File: config.mk
export PLATFORM = sky130hd
export DESIGN_NAME = line_edit_buffer
export DESIGN_NICKNAME = d
export VERILOG_FILES = /design/src/hw/rtl/leb_pkg.sv /design/src/hw/rtl/leb_ram.sv /design/src/hw/rtl/leb_ctrl.sv /design/src/hw/rtl/line_edit_buffer.sv
export SDC_FILE = /design/constraint.sdc
export NUM_CORES = 2
export LEC_CHECK = 0
export ABC_AREA = 1
export BUFFER_PORTS_ARGS = -buffer_cell sky130_fd_sc_hd__clkbuf_2
export CAP_MARGIN = 10
export CORE_MARGIN = 2
export CORE_UTILIZATION = 32
export CTS_BUF_LIST = sky130_fd_sc_hd__clkbuf_4 sky130_fd_sc_hd__clkbuf_8
export DETAILED_ROUTE_END_ITERATION = 10
export PLACE_DENSITY = 0.44
export SLEW_MARGIN = 20
export SYNTH_ARGS = -nofsm -noshare
export SYNTH_HDL_FRONTEND = slang
export SYNTH_SLANG_ARGS = --single-unit
File: constraint.sdc
create_clock -name clk -period 14.6 [get_ports clk]
set_clock_uncertainty 0.2 [all_clocks]
set_input_delay 2.92 -clock clk [delete_from_list [all_inputs] [get_ports clk]]
set_output_delay 2.92 -clock clk [all_outputs]
set_load 0.005 [all_outputs]
File: src/hw/rtl/leb_pkg.sv
// ----------------------------------------------------------------------------
// leb_pkg
// Shared types and constants for the line editing buffer: request and result
// layouts, command codes, and the RAM write bundle.
// ----------------------------------------------------------------------------
`default_nettype none

package leb_pkg;

  localparam int BUF_BYTES = 256;
  localparam int CAP       = BUF_BYTES - 1;
  localparam int LEN_W     = $clog2(BUF_BYTES);
  localparam int ADDR_W    = LEN_W;
  localparam int CMP_W     = (LEN_W > 8) ? LEN_W : 8;

  localparam logic [2:0] OP_INSERT    = 3'd0;
  localparam logic [2:0] OP_DELETE    = 3'd1;
  localparam logic [2:0] OP_BACKSPACE = 3'd2;
  localparam logic [2:0] OP_LEFT      = 3'd3;
  localparam logic [2:0] OP_RIGHT     = 3'd4;
  localparam logic [2:0] OP_SET       = 3'd5;
  localparam logic [2:0] OP_CLEAR     = 3'd6;
  localparam logic [2:0] OP_READ      = 3'd7;

  typedef struct packed {
    logic [2:0] req_type;
    logic [7:0] char_in;
    logic [7:0] position;
  } leb_req_t;

  typedef struct packed {
    logic       accepted;
    logic [7:0] line_length;
    logic [7:0] cursor_pos;
    logic [7:0] char_under_cursor;
    logic [7:0] read_char;
  } leb_rsp_t;

  typedef struct packed {
    logic              we;
    logic [ADDR_W-1:0] addr;
    logic [7:0]        data;
  } leb_wr_t;

endpackage

`default_nettype wire

File: src/hw/rtl/leb_ram.sv
// ----------------------------------------------------------------------------
// leb_ram
// Line byte store: one write port, one read port with registered read data.
// ----------------------------------------------------------------------------
`default_nettype none

module leb_ram
  import leb_pkg::*;
(
  input  wire logic              clk,
  input  wire leb_wr_t           wr,
  input  wire logic [ADDR_W-1:0] raddr,
  output logic [7:0]             rdata
);

  logic [7:0] mem [0:CAP-1];

  always_ff @(posedge clk) begin
    if (wr.we) begin
      mem[wr.addr] <= wr.data;
    end
  end

  always_ff @(posedge clk) begin
    rdata <= mem[raddr];
  end

endmodule

`default_nettype wire

File: src/hw/rtl/leb_ctrl.sv
// ----------------------------------------------------------------------------
// leb_ctrl
// Command sequencer: bounds checks, length and cursor registers, the tail
// shift through the byte store, and the final lookups for the result.
// ----------------------------------------------------------------------------
`default_nettype none

module leb_ctrl
  import leb_pkg::*;
(
  input  wire logic              clk,
  input  wire logic              rst,
  input  wire logic              start,
  input  wire leb_req_t          request,
  output logic                   busy,
  output logic                   done,
  output leb_rsp_t               result,
  output leb_wr_t                wr,
  output logic [ADDR_W-1:0]      raddr,
  input  wire logic [7:0]        rdata
);

  localparam logic [2:0] S_IDLE  = 3'd0;
  localparam logic [2:0] S_SHIFT = 3'd1;
  localparam logic [2:0] S_PUT   = 3'd2;
  localparam logic [2:0] S_FIN1  = 3'd3;
  localparam logic [2:0] S_FIN2  = 3'd4;
  localparam logic [2:0] S_FIN3  = 3'd5;

  logic [2:0]        state;
  logic [LEN_W-1:0]  len;
  logic [LEN_W-1:0]  cur;
  logic [2:0]        op;
  logic [7:0]        pos;
  logic [7:0]        ch;
  logic              ok;
  logic              up;
  logic              pend;
  logic [LEN_W-1:0]  cnt;
  logic [ADDR_W-1:0] rptr;
  logic [ADDR_W-1:0] wa;
  logic [ADDR_W-1:0] put_addr;
  logic [7:0]        rd_char;

  assign busy = (state != S_IDLE);

  always_comb begin
    wr.we   = ((state == S_SHIFT) && pend) || (state == S_PUT);
    wr.addr = (state == S_PUT) ? put_addr : wa;
    wr.data = (state == S_PUT) ? ch : rdata;
    case (state)
      S_SHIFT: raddr = rptr;
      S_FIN1:  raddr = ADDR_W'(pos);
      default: raddr = ADDR_W'(cur);
    endcase
  end

  always_ff @(posedge clk) begin
    if (rst) begin
      state <= S_IDLE;
      len   <= '0;
      cur   <= '0;
      done  <= 1'b0;
      pend  <= 1'b0;
    end else begin
      done <= 1'b0;
      case (state)
        S_IDLE: begin
          if (start) begin
            op   <= request.req_type;
            pos  <= request.position;
            ch   <= request.char_in;
            pend <= 1'b0;
            ok   <= 1'b0;
            state <= S_FIN1;
            case (request.req_type)
              OP_INSERT: begin
                if (LEN_W'(CAP) > len) begin
                  ok       <= 1'b1;
                  len      <= len + LEN_W'(1);
                  cur      <= cur + LEN_W'(1);
                  put_addr <= ADDR_W'(cur);
                  if (len > cur) begin
                    rptr  <= ADDR_W'(len - LEN_W'(1));
                    cnt   <= len - cur;
                    up    <= 1'b1;
                    state <= S_SHIFT;
                  end else begin
                    state <= S_PUT;
                  end
                end
              end
              OP_DELETE: begin
                if (cur < len) begin
                  ok  <= 1'b1;
                  len <= len - LEN_W'(1);
                  if ((len - cur) > LEN_W'(1)) begin
                    rptr  <= ADDR_W'(cur + LEN_W'(1));
                    cnt   <= len - cur - LEN_W'(1);
                    up    <= 1'b0;
                    state <= S_SHIFT;
                  end
                end
              end
              OP_BACKSPACE: begin
                if (cur != '0) begin
                  ok  <= 1'b1;
                  len <= len - LEN_W'(1);
                  cur <= cur - LEN_W'(1);
                  if (len > cur) begin
                    rptr  <= ADDR_W'(cur);
                    cnt   <= len - cur;
                    up    <= 1'b0;
                    state <= S_SHIFT;
                  end
                end
              end
              OP_LEFT: begin
                if (cur != '0) begin
                  ok  <= 1'b1;
                  cur <= cur - LEN_W'(1);
                end
              end
              OP_RIGHT: begin
                if (cur < len) begin
                  ok  <= 1'b1;
                  cur <= cur + LEN_W'(1);
                end
              end
              OP_SET: begin
                if (CMP_W'(request.position) <= CMP_W'(len)) begin
                  ok  <= 1'b1;
                  cur <= LEN_W'(request.position);
                end
              end
              OP_CLEAR: begin
                ok  <= 1'b1;
                len <= '0;
                cur <= '0;
              end
              OP_READ: begin
                ok <= (CMP_W'(request.position) < CMP_W'(len));
              end
              default: begin
                ok <= 1'b0;
              end
            endcase
          end
        end
        S_SHIFT: begin
          pend <= (cnt != '0);
          if (cnt != '0) begin
            rptr <= up ? rptr - ADDR_W'(1) : rptr + ADDR_W'(1);
            wa   <= up ? rptr + ADDR_W'(1) : rptr - ADDR_W'(1);
            cnt  <= cnt - LEN_W'(1);
          end else begin
            state <= (op == OP_INSERT) ? S_PUT : S_FIN1;
          end
        end
        S_PUT: begin
          state <= S_FIN1;
        end
        S_FIN1: begin
          state <= S_FIN2;
        end
        S_FIN2: begin
          rd_char <= ((op == OP_READ) && ok) ? rdata : 8'd0;
          state   <= S_FIN3;
        end
        S_FIN3: begin
          result.accepted          <= ok;
          result.line_length       <= 8'(len);
          result.cursor_pos        <= 8'(cur);
          result.char_under_cursor <= (cur < len) ? rdata : 8'd0;
          result.read_char         <= rd_char;
          done  <= 1'b1;
          state <= S_IDLE;
        end
        default: begin
          state <= S_IDLE;
        end
      endcase
    end
  end

endmodule

`default_nettype wire

File: src/hw/rtl/line_edit_buffer.sv
// ----------------------------------------------------------------------------
// line_edit_buffer
// Console line editing store: insert, delete, backspace, cursor moves, clear
// and indexed read over a byte line held in a single-port-write RAM.
//
//   channel   handshake                 payload
//   request   start in, busy out        request (leb_req_t)
//   result    done out, one cycle       result  (leb_rsp_t)
//
// A command runs through the final lookup states before its result; a tail
// shift comes first when tail bytes move, and insert adds a write step.
// The shift streams one byte per cycle through the RAM read/write ports.
// Reset clears length and cursor; line bytes are left as they are.
// The result is shown for one cycle and a new request may start in it.
// ----------------------------------------------------------------------------
`default_nettype none

module line_edit_buffer
  import leb_pkg::*;
(
  input  wire logic     clk,
  input  wire logic     rst,
  input  wire logic     start,
  input  wire leb_req_t request,
  output logic          busy,
  output logic          done,
  output leb_rsp_t      result
);

  leb_wr_t           wr;
  logic [ADDR_W-1:0] raddr;
  logic [7:0]        rdata;

  leb_ctrl u_ctrl (
    .clk     (clk),
    .rst     (rst),
    .start   (start),
    .request (request),
    .busy    (busy),
    .done    (done),
    .result  (result),
    .wr      (wr),
    .raddr   (raddr),
    .rdata   (rdata)
  );

  leb_ram u_ram (
    .clk   (clk),
    .wr    (wr),
    .raddr (raddr),
    .rdata (rdata)
  );

endmodule

`default_nettype wire

==> summary.txt <==
Worst hold path
  – WHS Path Cells: 0
  – Hold Path Class: reg2reg
  – Worst hold start: u_ctrl.rd_char[1]
  – Hold Path End: u_ctrl.result[1]

GRT
  – Vias in the first global route: 65,740
  – First-pass GRT wire length: 457,800 um
  – Initial antenna violation count: 12
  – Gr usage total: 0.1996
  – Largest net degree at the start of global routing: 204
  – Grt ovf: 0

Critical path
  – RR Startpoint: u_ctrl.state[2]
  – Crit end category: flip-flop
  – WP data arrival: 6870 ps
  – Worst Path Required: 15,300 ps
  – Critical path launch point type: flip-flop
  – RR Endpoint: u_ram.rdata[4]
  – R2R setup slack: 8430 ps
  – Critical path type: reg2reg
  – FF-to-FF path depth: 17
  – CP Max Fanout: 203

Layout
  – Commonest cells after routing, fill and taps aside: 2,134 x edfxtp_1, 1,573 x nand3_1, 1,527 x inv_1
  – Area Growth Syn to Fin: 11.57%
  – Layout Cells excl Fill: 13,290
  – Fraction of layout cells with a size suffix above 1: 0.08893
  – Most common cell after layout, fill and taps aside: edfxtp_1
  – Final core utilization: 0.3590
  – Final net count: 9,088
  – Fill cells: 30,020

Status
  – Status: complete, no violations

Placement
  – Gpl congestion: 0.8345
  – Inst Count DP: 12,610
  – I/O Buffers: 56
  – HPWL Detailed: 169,600 um

Route
  – Post-route ant nets: 0
  – DR pass1 iterations: 6
  – DR vias/cell: 5.060
  – Final wirelength: 313,100 um
  – # DRC: 0
  – Avg WL per Cell: 23.55 um
  – Initial DRC Count: 6,571
  – Vias: 67,260

STA
  – Min Tclk post-route: 6174 ps
  – Fmax: 162.0 MHz
  – Slew Limit Fails: 0
  – Final hold violation count: 0
  – Final period util: 0.4229
  – Setup TNS: 0 ps
  – Unrepaired setup endpoints after global routing: no
  – Worst slew pin tran: 1198 ps
  – Slew headroom: 0.2012
  – # setup viols final: 0

Clock tree
  – CTS Hold Bufs: 0
  – TritonCTS clock tree: built
  – Clk sinks: 2,163
  – TritonCTS buffer count: 382
  – Post-CTS setup repair buffer count: 0
  – Clock root buffer: clkbuf_8
  – CTS Buffer Depth: 4
  – Worst skew pair latency: 1010 ps
  – CTS clk-pin slew, worst paths: 60 ps
  – Htree depth: 5
  – Post-cts sizing count: 0

Synth
  – Synthesized instance count: 9,097
  – Async SR Flop Fraction: 0
  – Synth Cell Area: 0.09646 mm2
  – Seq/Total Area, Yosys: 0.6704
  – Top cell type by total area after synthesis: edfxtp_1
  – Netlist cell types: 50
  – Post-Synth Simple-Gate Area: 0.1958
  – #FFs+latches synth: 2,163
  – Synth Area in Compound Gates: 0.03666
  – Yosys warns: 0
  – Multiplexer share of the synthesized area: 0.0001038
  – Largest family of logic cells by synthesized area: simple AND/OR/NAND/NOR gates
  – Prevailing post-synth register cell: edfxtp_1
  – XOR/XNOR share of the synthesized area: 0.002906
  – Synth top area share: 0.6644
  – Top post-synthesis cells by area: edfxtp_1 66%, nand3_1 8.2%, nand2_1 6.0%
  – Synth Area in Adders: 0.003632
  – Synthesized Nets: 9,147
  – Post-synth EDFFs: 2,134
  – Syn avg cell area: 10.60 um2

Floorplan
  – Core area: 0.2998 mm2
  – Io pins: 57
  – Die Y: 553.0 um
  – Die W: 553.0 um
  – DIE AREA: 0.3058 mm2
  – FP Rows: 201
  – Initial Util: 0.3218

Pwr
  – Pwr dens: 212.4 mW/mm2
  – IR drop worst, VDD: 0.0002560 V
  – Leak: 0.04107 uW

Flow run
  – Maxcap violations: 0
state kept, by name (all words and copies together) (netlist names):
register         flops
u_ctrl.ch            8
u_ctrl.cnt           8
u_ctrl.cur           8
u_ctrl.done          1
u_ctrl.len           8
u_ctrl.ok            1
u_ctrl.op            3
u_ctrl.pend          1
u_ctrl.pos           8
u_ctrl.put_addr      8
u_ctrl.rd_char       8
u_ctrl.result       33
u_ctrl.rptr          8
u_ctrl.state         3
u_ctrl.up            1
u_ctrl.wa            8
u_ram.mem         2040
u_ram.rdata          8
cell type report:
class                           instances  area (um2)  area share
Antenna cell                            2       5.005  0.00004651
Tap cell                             3958        4952     0.04602
Clock inverter                        155        1101     0.01023
Inverter                             1545        5817     0.05405
Timing Repair Buffer                  172        1339     0.01244
Sequential cell                      2163       64660      0.6009
Clock buffer                          524        6392     0.05940
Multi-Input combinational cell       4774       23340      0.2169
kinds of logic (layout without fill, tap and decap cells):
| group | Yosys count | in the layout |
|---|---|---|
| and+or+nand+nor | 4081 | 4081 |
| DFF | 2163 | 2163 |
| buffers and inverters | 2160 | 2396 |
| AOI/OAI and AO/OA | 632 | 632 |
| xor gates and xnor gates | 32 | 32 |
| adders and majority gates | 28 | 28 |
| muxes | 1 | 1 |
| other | 0 | 2 |
routing by layer:
| metal | GRT usage | wire length, um |
|---|---|---|
| met2 | 0.3160 | 142700 |
| met1 | 0.2803 | 141600 |
| met3 | 0.02959 | 19250 |
| met5 | 0 | 34 |
| met4 | 0.06490 | 9475 |
critical path: stages (launching register included):
cell and delay (ps):
dfxtp_1 470, inv_2 160, nand2_2 210, nand2_8 290, nand3_4 620, buf_12 660, buf_12 650, buf_4 840
nand2_1 90, o21ai_0 120, nand2_1 90, nand3_1 100, nand3_1 80, nand3_1 120, nand3_1 180, nand3_1 160
nand3_1 350, nand2_1 180
how the worst max path moves through the flow:
stage | start | to | slack, ps | cells past startpoint
floorplan | u_ctrl.state[2] | u_ram.mem[0][0] | 1270 | 6
global placement | u_ctrl.state[2] | u_ram.rdata[4] | 8600 | 17
detailed placement | u_ctrl.state[2] | u_ram.rdata[4] | 8490 | 17
CTS | u_ctrl.state[2] | u_ram.rdata[4] | 8480 | 17
global route | u_ctrl.state[2] | u_ram.rdata[4] | 8020 | 17
finish | u_ctrl.state[2] | u_ram.rdata[4] | 8430 | 17
synthesized netlist by cell type (5+ instances only):
cell      number
edfxtp_1    2134
nand3_1     1575
nand2_1     1533
inv_1       1527
nand4_1      565
nor2_1       353
buf_2        293
clkbuf_1     225
o21ai_1      220
o21ai_0      213
o211ai_1     108
buf_4         59
a21oi_1       52
buf_1         33
dfxtp_1       29
ha_1          28
xor2_1        24
nor3_1        17
inv_2         15
xnor2_1        8
or2_1          7
a211oi_1       6
a22oi_1        6
nor3_2         6
o22ai_1        6
buf_6          5
or2_2          5
metrics by stage:
| stage | hold slack (ps) | setup slack, ps | cell area [um2] | total power, uW |
|---|---|---|---|---|
| 2_1_floorplan | 200.3 | 1268 | 96460 | 14470 |
| 3_3_place_gp | 206.4 | 8602 | 100100 | 17320 |
| 3_5_place_dp | 207.1 | 8493 | 100100 | 17340 |
| 4_1_cts | 221.6 | 8485 | 107600 | 23050 |
| 5_1_grt | 222.9 | 8024 | 107600 | 23980 |
| 6_report | 219.2 | 8426 | 107600 | 22860 |
power by group:
group / internal (uW) / total [uW] / switching [uW]
clock: 3090 / 5680 / 2590
combinational: 1870 / 8820 / 6950
sequential: 8260 / 8360 / 96.5
Note: power is estimated with default switching activity, not from simulation.
